[config.mk]
export PLATFORM = sky130hd
export DESIGN_NAME = touch_swipe_classifier_flat
export DESIGN_NICKNAME = d
export VERILOG_FILES = /design/src/rtl/tsc_pkg.sv /design/src/rtl/tsc_event_if.sv /design/src/rtl/tsc_gesture_if.sv /design/src/rtl/tsc_cfg_if.sv /design/src/rtl/tsc_classify.sv /design/src/rtl/touch_swipe_classifier.sv /design/src/flat_wrapper.sv
export SDC_FILE = /design/constraint.sdc
export NUM_CORES = 1
export LEC_CHECK = 0
export ABC_AREA = 1
export BUFFER_PORTS_ARGS = -buffer_cell sky130_fd_sc_hd__buf_2
export CAP_MARGIN = 15
export CORE_ASPECT_RATIO = 0.7
export CORE_MARGIN = 2
export CORE_UTILIZATION = 60
export DETAILED_ROUTE_END_ITERATION = 8
export GPL_TIMING_DRIVEN = 0
export PLACE_DENSITY = 0.84
export SYNTH_ARGS = -nofsm -noshare
export SYNTH_HDL_FRONTEND = slang
export SYNTH_SLANG_ARGS = --single-unit
[constraint.sdc]
create_clock -name clk -period 5.1 [get_ports clk]
set_input_delay 0.255 -clock clk [delete_from_list [all_inputs] [get_ports clk]]
set_output_delay 0.255 -clock clk [all_outputs]
set_load 0.005 [all_outputs]
[src/rtl/tsc_pkg.sv]
// tsc_pkg: shared types, event and gesture codes and scaling constants
// for the touch swipe classifier; no dependencies
`timescale 1ns / 1ps

package tsc_pkg;

	localparam int unsigned CoordW = 10;
	localparam int unsigned KindW  = 3;
	localparam int unsigned GestW  = 3;

	typedef logic [CoordW-1:0] coord_t;
	typedef logic [KindW-1:0]  kind_t;
	typedef logic [GestW-1:0]  gest_t;

	typedef struct packed {
		coord_t x;
		coord_t y;
	} point_t;

	// event kinds
	localparam kind_t EV_NONE    = 3'd0;
	localparam kind_t EV_ABS_X   = 3'd1;
	localparam kind_t EV_ABS_Y   = 3'd2;
	localparam kind_t EV_PRESS   = 3'd3;
	localparam kind_t EV_RELEASE = 3'd4;

	// gesture codes
	localparam gest_t G_TAP   = 3'd0;
	localparam gest_t G_RIGHT = 3'd1;
	localparam gest_t G_LEFT  = 3'd2;
	localparam gest_t G_DOWN  = 3'd3;
	localparam gest_t G_UP    = 3'd4;

	// x scale 800/1024 = 25/32
	localparam int unsigned XMul   = 25;
	localparam int unsigned XShift = 5;
	localparam int unsigned XProdW = CoordW + XShift;

	// y scale 480/600 = 4/5; divide by 5 as multiply by 3277 / 2^14,
	// exact for dividends below 4096
	localparam int unsigned YNumW   = CoordW + 2;
	localparam int unsigned YRecip  = 3277;
	localparam int unsigned YShift  = 14;
	localparam int unsigned YProdW  = YNumW + 12;

	localparam coord_t THRESH_RESET = 10'd50;

endpackage

[src/rtl/tsc_event_if.sv]
// tsc_event_if: touch event channel, valid/ready with kind and raw value
// depends on tsc_pkg
`timescale 1ns / 1ps

interface tsc_event_if;
	import tsc_pkg::*;

	logic   valid;
	logic   ready;
	kind_t  event_kind;
	coord_t raw_value;

	modport source (output valid, output event_kind, output raw_value, input ready);
	modport sink   (input valid, input event_kind, input raw_value, output ready);
endinterface

[src/rtl/tsc_gesture_if.sv]
// tsc_gesture_if: gesture result channel, valid/ready with gesture code
// depends on tsc_pkg
`timescale 1ns / 1ps

interface tsc_gesture_if;
	import tsc_pkg::*;

	logic  valid;
	logic  ready;
	gest_t gesture;

	modport source (output valid, output gesture, input ready);
	modport sink   (input valid, input gesture, output ready);
endinterface

[src/rtl/tsc_cfg_if.sv]
// tsc_cfg_if: configuration write channel carrying the swipe threshold
// depends on tsc_pkg
`timescale 1ns / 1ps

interface tsc_cfg_if;
	import tsc_pkg::*;

	logic   valid;
	logic   ready;
	coord_t data;

	modport source (output valid, output data, input ready);
	modport sink   (input valid, input data, output ready);
endinterface

[src/rtl/tsc_classify.sv]
// tsc_classify: gesture decision from start and current point
// depends on tsc_pkg
`timescale 1ns / 1ps

module tsc_classify
	import tsc_pkg::*;
(
	input  point_t start_pt,
	input  point_t cur_pt,
	input  coord_t thresh,
	output gest_t  gesture
);

	coord_t dx_pos, dx_neg, dy_pos, dy_neg;

	assign dx_pos = cur_pt.x - start_pt.x;
	assign dx_neg = start_pt.x - cur_pt.x;
	assign dy_pos = cur_pt.y - start_pt.y;
	assign dy_neg = start_pt.y - cur_pt.y;

	always_comb begin
		priority if (start_pt.x < cur_pt.x && dx_pos >= thresh) begin
			gesture = G_RIGHT;
		end else if (start_pt.x > cur_pt.x && dx_neg >= thresh) begin
			gesture = G_LEFT;
		end else if (start_pt.y < cur_pt.y && dy_pos >= thresh) begin
			gesture = G_DOWN;
		end else if (start_pt.y > cur_pt.y && dy_neg >= thresh) begin
			gesture = G_UP;
		end else begin
			gesture = G_TAP;
		end
	end

endmodule

[src/rtl/touch_swipe_classifier.sv]
// touch_swipe_classifier: top level of the touch swipe gesture detector
// depends on tsc_pkg, tsc_event_if, tsc_gesture_if, tsc_cfg_if, tsc_classify
`timescale 1ns / 1ps

// usage
//   evt  : touch event words (event_kind, raw_value), one per cycle at most
//   gest : one gesture word for every touch release event
//   cfg  : write of the swipe threshold, always ready; write only when idle
// timing
//   an event is captured in the input register, then scaled, stored or
//   classified from there; a gesture is valid once its release has moved
//   from the input register into the gesture output register; throughput
//   is one event per cycle while no release stalls, set by the single input
//   register feeding the point registers and the gesture output register
// reset
//   arst_n low clears all points to zero, threshold to 50, both channels empty
// stall
//   a release waiting in the input register holds while the gesture register
//   is full and gest.ready is low; other kinds keep flowing, and evt.ready
//   drops only while the input register cannot move

module touch_swipe_classifier
	import tsc_pkg::*;
(
	input  logic clk,
	input  logic arst_n,
	tsc_event_if.sink     evt,
	tsc_gesture_if.source gest,
	tsc_cfg_if.sink       cfg
);

	// input register
	logic   vld_s1;
	kind_t  kind_s1;
	coord_t raw_s1;

	// block state
	point_t cur_q;
	point_t start_q;
	coord_t thresh_q;

	// output register
	logic  gest_vld_q;
	gest_t gest_q;

	logic  adv_s1;
	logic  is_rel_s1;
	gest_t gest_next;

	logic [XProdW-1:0] x_prod;
	logic [YProdW-1:0] y_prod;
	coord_t            x_scaled;
	coord_t            y_scaled;

	// a release needs room in the output register, other kinds always move
	assign is_rel_s1 = (kind_s1 == EV_RELEASE);
	assign adv_s1    = vld_s1 && (!is_rel_s1 || !gest_vld_q || gest.ready);
	assign evt.ready = !vld_s1 || adv_s1;
	assign cfg.ready = 1'b1;

	assign gest.valid   = gest_vld_q;
	assign gest.gesture = gest_q;

	// x * 25 >> 5
	assign x_prod   = XProdW'(raw_s1) * XProdW'(XMul);
	assign x_scaled = x_prod[XProdW-1 -: CoordW];

	// (y * 4) / 5 via reciprocal
	assign y_prod   = YProdW'({raw_s1, 2'b00}) * YProdW'(YRecip);
	assign y_scaled = y_prod[YShift +: CoordW];

	tsc_classify u_classify (
		.start_pt (start_q),
		.cur_pt   (cur_q),
		.thresh   (thresh_q),
		.gesture  (gest_next)
	);

	// input capture
	always_ff @(posedge clk or negedge arst_n) begin
		if (!arst_n) begin
			vld_s1 <= 1'b0;
		end else if (evt.ready) begin
			vld_s1 <= evt.valid;
		end
	end

	always_ff @(posedge clk) begin
		if (evt.valid && evt.ready) begin
			kind_s1 <= evt.event_kind;
			raw_s1  <= evt.raw_value;
		end
	end

	// threshold register
	always_ff @(posedge clk or negedge arst_n) begin
		if (!arst_n) begin
			thresh_q <= THRESH_RESET;
		end else if (cfg.valid) begin
			thresh_q <= cfg.data;
		end
	end

	// point state update
	always_ff @(posedge clk or negedge arst_n) begin
		if (!arst_n) begin
			cur_q   <= '0;
			start_q <= '0;
		end else if (adv_s1) begin
			unique case (kind_s1)
				EV_ABS_X: begin
					cur_q.x <= x_scaled;
				end
				EV_ABS_Y: begin
					cur_q.y <= y_scaled;
				end
				EV_PRESS: begin
					start_q <= cur_q;
				end
				EV_RELEASE: begin
					// each gesture starts again from the origin
					start_q <= '0;
				end
				default: begin
				end
			endcase
		end
	end

	// gesture output register
	always_ff @(posedge clk or negedge arst_n) begin
		if (!arst_n) begin
			gest_vld_q <= 1'b0;
		end else if (adv_s1 && is_rel_s1) begin
			gest_vld_q <= 1'b1;
		end else if (gest.ready) begin
			gest_vld_q <= 1'b0;
		end
	end

	always_ff @(posedge clk) begin
		if (adv_s1 && is_rel_s1) begin
			gest_q <= gest_next;
		end
	end

endmodule

[src/flat_wrapper.sv]
// flat-port wrapper written by rule: the top's interface ports become plain ports
module touch_swipe_classifier_flat import tsc_pkg::*;
  (clk, arst_n, evt_valid, evt_event_kind, evt_raw_value, evt_ready, gest_valid, gest_gesture, gest_ready, cfg_valid, cfg_data, cfg_ready);
  tsc_event_if evt_i ();
  tsc_gesture_if gest_i ();
  tsc_cfg_if cfg_i ();
  input  logic clk;
  input  logic arst_n;
  input wire logic [$bits(evt_i.valid)-1:0] evt_valid;
  input wire logic [$bits(evt_i.event_kind)-1:0] evt_event_kind;
  input wire logic [$bits(evt_i.raw_value)-1:0] evt_raw_value;
  output wire logic [$bits(evt_i.ready)-1:0] evt_ready;
  output wire logic [$bits(gest_i.valid)-1:0] gest_valid;
  output wire logic [$bits(gest_i.gesture)-1:0] gest_gesture;
  input wire logic [$bits(gest_i.ready)-1:0] gest_ready;
  input wire logic [$bits(cfg_i.valid)-1:0] cfg_valid;
  input wire logic [$bits(cfg_i.data)-1:0] cfg_data;
  output wire logic [$bits(cfg_i.ready)-1:0] cfg_ready;
  assign evt_i.valid = evt_valid;
  assign evt_i.event_kind = evt_event_kind;
  assign evt_i.raw_value = evt_raw_value;
  assign evt_ready = evt_i.ready;
  assign gest_valid = gest_i.valid;
  assign gest_gesture = gest_i.gesture;
  assign gest_i.ready = gest_ready;
  assign cfg_i.valid = cfg_valid;
  assign cfg_i.data = cfg_data;
  assign cfg_ready = cfg_i.ready;
  touch_swipe_classifier u_core (.clk(clk), .arst_n(arst_n), .evt(evt_i), .gest(gest_i), .cfg(cfg_i));
endmodule
==> results of run 1 <==
worst max-delay path: cells and delay by family, from the launching register on:
kind | cells | cell delay [ns]
and+or+nand+nor | 8 | 0.78
buffers and inverters | 3 | 0.18
DFF | 1 | 0.54
adders and majority gates | 6 | 2.89
state kept, by name, summed over array words and instances (netlist names):
name and flops:
u_core.gest.valid 1, u_core.gest.gesture 3, u_core.cur_q 20, u_core.raw_s1 10, u_core.kind_s1 3, u_core.start_q 20, u_core.thresh_q 10, u_core.vld_s1 1
power by group through the flow:
stage	Sequential (mW)	Combinational, mW	Clock (mW)
floorplan	0.788	3.24	0
global placement	0.813	3.97	0
detailed placement	0.820	4.11	0
CTS	0.811	4.19	0.652
global route	0.827	4.88	0.672
finish	0.813	4.27	0.645
cells by family after synthesis:
kind of cell    after synthesis  synth area share, %
simple gates                391                20.02
buf+inv                     236                11.29
other cells                   1              0.04553
compound gates              141                10.48
fa+ha+maj                   191                32.20
flops                        68                21.68
mux                           1               0.1367
xor+xnor                     39                4.147
synth_stat cells (all sizes together), types with 10 or more instances:
library cell | number | area [um2]
fa | 35 | 700.7
edfxtp | 16 | 480.5
nor2 | 66 | 250.2
xor2 | 28 | 245.2
nand3 | 63 | 325.3
a21oi | 60 | 304.0
ha | 156 | 1952
o22ai | 20 | 193.9
o21ai | 37 | 185.2
dfrtp | 49 | 1226
xnor2 | 11 | 96.34
buf | 12 | 82.58
nand2 | 238 | 910.9
nand4 | 10 | 62.56
inv | 216 | 810.8
path summary, 6_finish.rpt:
path | start | to | slack, ns
worst min-delay path | evt_raw_value[5] | u_core.raw_s1[5] | 0.09
worst min register to register | u_core.cur_q[19] | u_core.cur_q[19] | 0.49
min in group asynchronous | arst_n | u_core.cur_q[1] | 0.38
worst max register to register | u_core.raw_s1[4] | u_core.cur_q[9] | 0.61
max in group asynchronous | arst_n | u_core.start_q[17] | 4.18
worst max-delay path | u_core.raw_s1[4] | u_core.cur_q[9] | 0.61
layer usage:
layer / part of all wire (%) / wire (um) / global-route usage [%]
met1: 48 / 9234 / 40.93
met2: 43 / 8279 / 43.26
met3: 7.7 / 1495 / 5.061
met4: 2.2 / 418 / 8.673
met5: 0 / 0 / 0
layout by cell type, fill, tap and decap left out, types with 8 or more instances in the layout:
| cell type | n |
|---|---|
| nand3_1 | 61 |
| a21oi_1 | 59 |
| fa_1 | 35 |
| buf_2 | 37 |
| edfxtp_1 | 16 |
| o22ai_1 | 9 |
| clkbuf_16 | 9 |
| ha_1 | 156 |
| dfrtp_1 | 49 |
| a21o_1 | 8 |
| inv_1 | 213 |
| xor2_1 | 28 |
| o21ai_0 | 33 |
| nand4_1 | 10 |
| nand2_1 | 235 |
| o22ai_2 | 11 |
| xnor2_1 | 11 |
| nor2_1 | 65 |
layout make-up:
| type | instances | area share [%] |
|---|---|---|
| timing repair buffer | 33 | 2.068 |
| clock inverter | 7 | 0.8385 |
| buffer | 20 | 1.328 |
| inverter | 216 | 9.055 |
| tap | 185 | 2.585 |
| clock buffer | 9 | 2.515 |
| sequential | 68 | 19.94 |
| multi-input combinational | 764 | 61.67 |
==> key figures, run 1 <==
Outcome
  – Status: completed

Power and ir drop
  – Reported net switching power: 3.019 mW
  – Power Density: 639.8 mW/mm2
  – Worst vdd ir: 0.2884 mV
  – Gate power share: 74.5%
  – Sequential share of power: 14.2%
  – Total power: 5.728 mW
  – Clk pwr share: 11.3%
  – Int Power: 2.710 mW
  – Leakage: 5.015 nW
  – Net Sw Frac: 52.70%

Synth
  – Top_reg_cell synth: dfrtp_1
  – Yosys reg bits: 68
  – Register area share after synthesis: 21.68%
  – Mapped Cells: 1,068
  – Warnings, synthesis: 0
  – Number of synthesized flops with an enable pin: 16
  – Mean Syn Cell Area: 7.712 um2
  – Syn Std Cell Area: 0.008237 mm2
  – Synth unique cells: 42
  – Syn Nets: 1,287
  – Async SR Flop Fraction: 76.47%

Final layout
  – Non-Filler Instances: 1,302
  – Fill cell count: 1,056
  – FF+latch area: 0.001785 mm2
  – Design area: 0.008954 mm2
  – Area of the multi-input gates: 0.005522 mm2
  – Area grow syn2layout: 8.704%
  – Layout cells sized above 1: 8.236%
  – Final #Nets: 1,331
  – Finished Core Util: 67.48%
  – # diodes: 0

STA
  – Setup TNS: 0 ns
  – Post-route clock period utilization: 88.13%
  – Fmax: 222.5 MHz
  – WHS: 0.08792 ns
  – Slew headroom: 64.11%
  – Hold Fails Final Rpt: 0
  – Final slew viol count: 0
  – Worst-Margin Slew: 0.5355 ns
  – Max Clock Skew: 0.004589 ns
  – Setup violators final: 0
  – Setup ws final: 0.6054 ns
  – Min Clock Period, post-route: 4.495 ns
  – RSZ-0062 raised after global routing: no

Critical path
  – R2R cell count: 17
  – Critical-path top delay cell: fa_1
  – Worst Path Arrival: 4.71 ns
  – CP max stage delay: 0.63 ns
  – Crit-path cells: ha_1 > fa_1 > fa_1 > fa_1 > inv_1 > fa_1 > inv_1 > ha_1 > nand2_1 > inv_1 > nand2_1 > nor2_1 > nand3_1 > nand3_1 > nand2_1 > nand3_1 > nand2_1
  – Critical path capture point type: flop
  – CP Max Fanout: 7
  – Critical path class: reg2reg
  – CP Launch Type: flop
  – Req. time, crit path: 5.32 ns

Hold path
  – Worst hold stages: 1
  – Hold WC Path Type: in2reg

Placement
  – RD Place Congestion: 0.9654
  – Port-buffer cells: 31
  – Placed cell areas: 0.008623 mm2
  – Detailed-placement wirelength estimate: 15.70 mm
  – Placed Instances: 1,284
  – Place WS: 0.6448 ns

Floorplanning
  – Core area: 0.01327 mm2
  – Die ar.: 0.01470 mm2
  – Row count: 35
  – # IOs: 34
  – Starting Density: 62.07%
  – Die Width: 144.0 um
  – Die height: 102.0 um

CTS
  – CTS max path bufs: 2
  – CTS buffer count: 9
  – H-tree depth: 3
  – Hold_buf cts: 0
  – CTS tree: done
  – Gates resized, CTS repair: 0
  – Post-CTS setup buffers: 0
  – # clock sinks: 68
  – Worst-Skew Late Latency: 0.34 ns
  – Root Buffer: clkbuf_16
  – Clk slew on worst S/H paths: 0.06 ns

Detailed routing
  – Drt total wl: 19.43 mm
  – DRC Markers: 0
  – Detailed Routing Iterations Pass 1: 5
  – Vias: 7,116
  – Initial drt markers: 542
  – Drt wl/cell: 14.92 um
  – Via density: 5.465
  – Post-route ant nets: 0

GRT
  – Largest net degree at the start of global routing: 53
  – GRT Residual Overflow: 0
  – Vias in the first global route: 6,895
  – First-pass GRT wire length: 32.46 mm
  – Initial antenna violation count: 0
  – Global Route Usage Sum: 28.19%

Flow run
  – Maxcap violations: 0
(Power assumes the default switching activity.)
==> run 2, diff against run 1 <==
- CAP_MARGIN: 15 -> not set
- PLACE_DENSITY: 0.84 -> 0.78
==> key figures, run 2 (synthesis results as in run 1) <==
CTS
  – Post-CTS setup buffers: 0 (unchanged)
  – CTS tree: done (unchanged)
  – Gates resized, CTS repair: 0 (unchanged)
  – CTS buffer count: 9 (unchanged)
  – CTS max path bufs: 2 (unchanged)
  – # clock sinks: 68 (unchanged)
  – Worst-Skew Late Latency: 0.34 ns (about the same)
  – H-tree depth: 3 (unchanged)
  – Hold_buf cts: 0 (unchanged)
  – Root Buffer: clkbuf_16 (unchanged)
  – Clk slew on worst S/H paths: 0.07 ns (was 0.06 ns)

Power and ir drop
  – Leakage: 5.026 nW (was 5.015 nW)
  – Total power: 5.776 mW (was 5.728 mW)
  – Power Density: 644.0 mW/mm2 (was 639.8 mW/mm2)
  – Worst vdd ir: 0.2921 mV (was 0.2884 mV)

Critical path
  – Critical path class: reg2reg (unchanged)
  – Worst Path Arrival: 4.67 ns (was 4.71 ns)
  – CP Launch Type: flop (unchanged)
  – Req. time, crit path: 5.32 ns (about the same)
  – Critical path capture point type: flop (unchanged)
  – CP Max Fanout: 7 (unchanged)

STA
  – Post-route clock period utilization: 87.26% (was 88.13%)
  – Worst-Margin Slew: 1.175 ns (was 0.5355 ns)
  – Slew headroom: 21.69% (was 64.11%)
  – RSZ-0062 raised after global routing: no (unchanged)
  – Max Clock Skew: 0.01239 ns (was 0.004589 ns)
  – Final slew viol count: 0 (unchanged)
  – Setup TNS: 0 ns (unchanged)
  – Setup violators final: 0 (unchanged)
  – Hold Fails Final Rpt: 0 (unchanged)
  – Fmax: 224.7 MHz (was 222.5 MHz)
  – Min Clock Period, post-route: 4.450 ns (was 4.495 ns)

Detailed routing
  – Detailed Routing Iterations Pass 1: 5 (unchanged)
  – Vias: 6,902 (was 7,116)
  – Initial drt markers: 525 (was 542)
  – DRC Markers: 0 (unchanged)
  – Via density: 5.309 (was 5.465)
  – Drt wl/cell: 14.79 um (was 14.92 um)
  – Post-route ant nets: 0 (unchanged)
  – Drt total wl: 19.22 mm (was 19.43 mm)

Final layout
  – Fill cell count: 1,092 (was 1,056)
  – Largest registers: u_core.cur_q x20, u_core.start_q x20 (unchanged)
  – Final #Nets: 1,329 (was 1,331)
  – Area of the multi-input gates: 0.005522 mm2 (unchanged)
  – Area grow syn2layout: 8.902% (was 8.704%)
  – Layout cells sized above 1: 8.161% (was 8.236%)
  – # diodes: 0 (unchanged)
  – Most common cell after layout, fill and taps aside: nand2_1 (unchanged)
  – FF+latch area: 0.001785 mm2 (unchanged)
  – Commonest non-fill, non-tap cells in the layout: nand2_1, inv_1, ha_1, nor2_1, nand3_1 (unchanged)

Floorplanning
  – Die ar.: 0.01470 mm2 (unchanged)
  – Core area: 0.01327 mm2 (unchanged)
  – Starting Density: 62.07% (unchanged)
  – # IOs: 34 (unchanged)
  – Die height: 102.0 um (unchanged)
  – Die Width: 144.0 um (unchanged)
  – Row count: 35 (unchanged)

GRT
  – Largest net degree at the start of global routing: 53 (unchanged)
  – Initial antenna violation count: 0 (unchanged)
  – Vias in the first global route: 6,741 (was 6,895)
  – Global Route Usage Sum: 28.11% (was 28.19%)
  – GRT Residual Overflow: 0 (unchanged)
  – First-pass GRT wire length: 32.53 mm (was 32.46 mm)

Placement
  – Port-buffer cells: 31 (unchanged)
  – RD Place Congestion: 0.9258 (was 0.9654)
  – Detailed-placement wirelength estimate: 15.65 mm (was 15.70 mm)

Hold path
  – Hold WC Path Type: in2reg (unchanged)

Outcome
  – Status: completed (unchanged)

Flow run
  – Maxcap violations: 0 (unchanged)
[run 2: changes by cell type in the layout (fill, tap and decap cells not counted), sizes merged]
cell,previous run,this run
bufinv,1,3
clkinv,3,2
buf,44,43
dlygate4sd3,1,0
clkinvlp,1,0
[run 2: worst max-delay path, stage by stage (launching register included)]
cell and delay, ns:
edfxtp_1 0.54, ha_1 0.43, fa_1 0.63, fa_1 0.46, fa_1 0.51, inv_1 0.05, fa_1 0.49, inv_1 0.04
ha_1 0.31, nand2_1 0.11, nor2_1 0.11, nand3_1 0.08, nand2_1 0.16, nand2_1 0.09, nand2_1 0.07, nand2_1 0.04
nand3_1 0.13, nand2_1 0.07
[run 2: per-stage QoR]
stage / instance area (um2) / hold slack [ns] / worst slack (ns) / util [%] / cells
after detailed placement: 8623 / 0.4331 / 0.6896 / 64.99 / 1284
after floorplan: 8237 / -0.04059 / 1.044 / - / 1068
final: 8970 / 0.08125 / 0.6500 / 67.60 / 1300
after global routing: 8970 / 0.07548 / 0.4120 / 67.60 / 1300
after CTS: 8970 / 0.07952 / 0.6598 / 67.60 / 1300
after global placement: 8623 / 0.4309 / 0.7047 / 64.99 / 1284
[run 2: worst paths after layout]
| path | to | slack (ns) | cells past startpoint | start |
|---|---|---|---|---|
| worst max-delay path | u_core.cur_q[8] | 0.65 | 17 | u_core.raw_s1[4] |
| worst min-delay path | u_core.raw_s1[8] | 0.08 | 1 | evt_raw_value[8] |
| worst max register to register | u_core.cur_q[8] | 0.65 | 17 | u_core.raw_s1[4] |
| worst min register to register | u_core.cur_q[9] | 0.48 | 2 | u_core.cur_q[9] |
| max in group asynchronous | u_core.thresh_q[7] | 4.23 | 1 | arst_n |
| min in group asynchronous | u_core.start_q[7] | 0.14 | 1 | arst_n |
[run 2: report_power, final]
part | switching, mW | internal (mW) | leakage (nW) | total [mW]
combinational | 2.60 | 1.61 | 4.04 | 4.21
sequential | 0.108 | 0.706 | 0.811 | 0.814
clock | 0.267 | 0.482 | 0.170 | 0.748
total | 2.97 | 2.80 | 5.03 | 5.78
[run 2: final cells by class]
class                   instances  share of cell area [%]
plain buffers                  20                   1.325
flip-flops and latches         68                   19.91
multi-input cells             764                   61.56
well taps                     185                   2.581
clock buffers                   9                   2.511
clock inverters                 7                   1.353
repair buffers                 31                   1.730
inverters                     216                   9.039
[run 2: layer usage]
metal | wire length, um | track usage (%) | up-vias | share of wire [%]
li1 | - | - | 3509 | -
met3 | 1198 | 4.592 | 14 | 6.2
met1 | 9827 | 42.49 | 3193 | 51
met2 | 8080 | 43.85 | 186 | 42
met4 | 117 | 3.695 | 0 | 0.61
met5 | 0 | 0 | - | 0
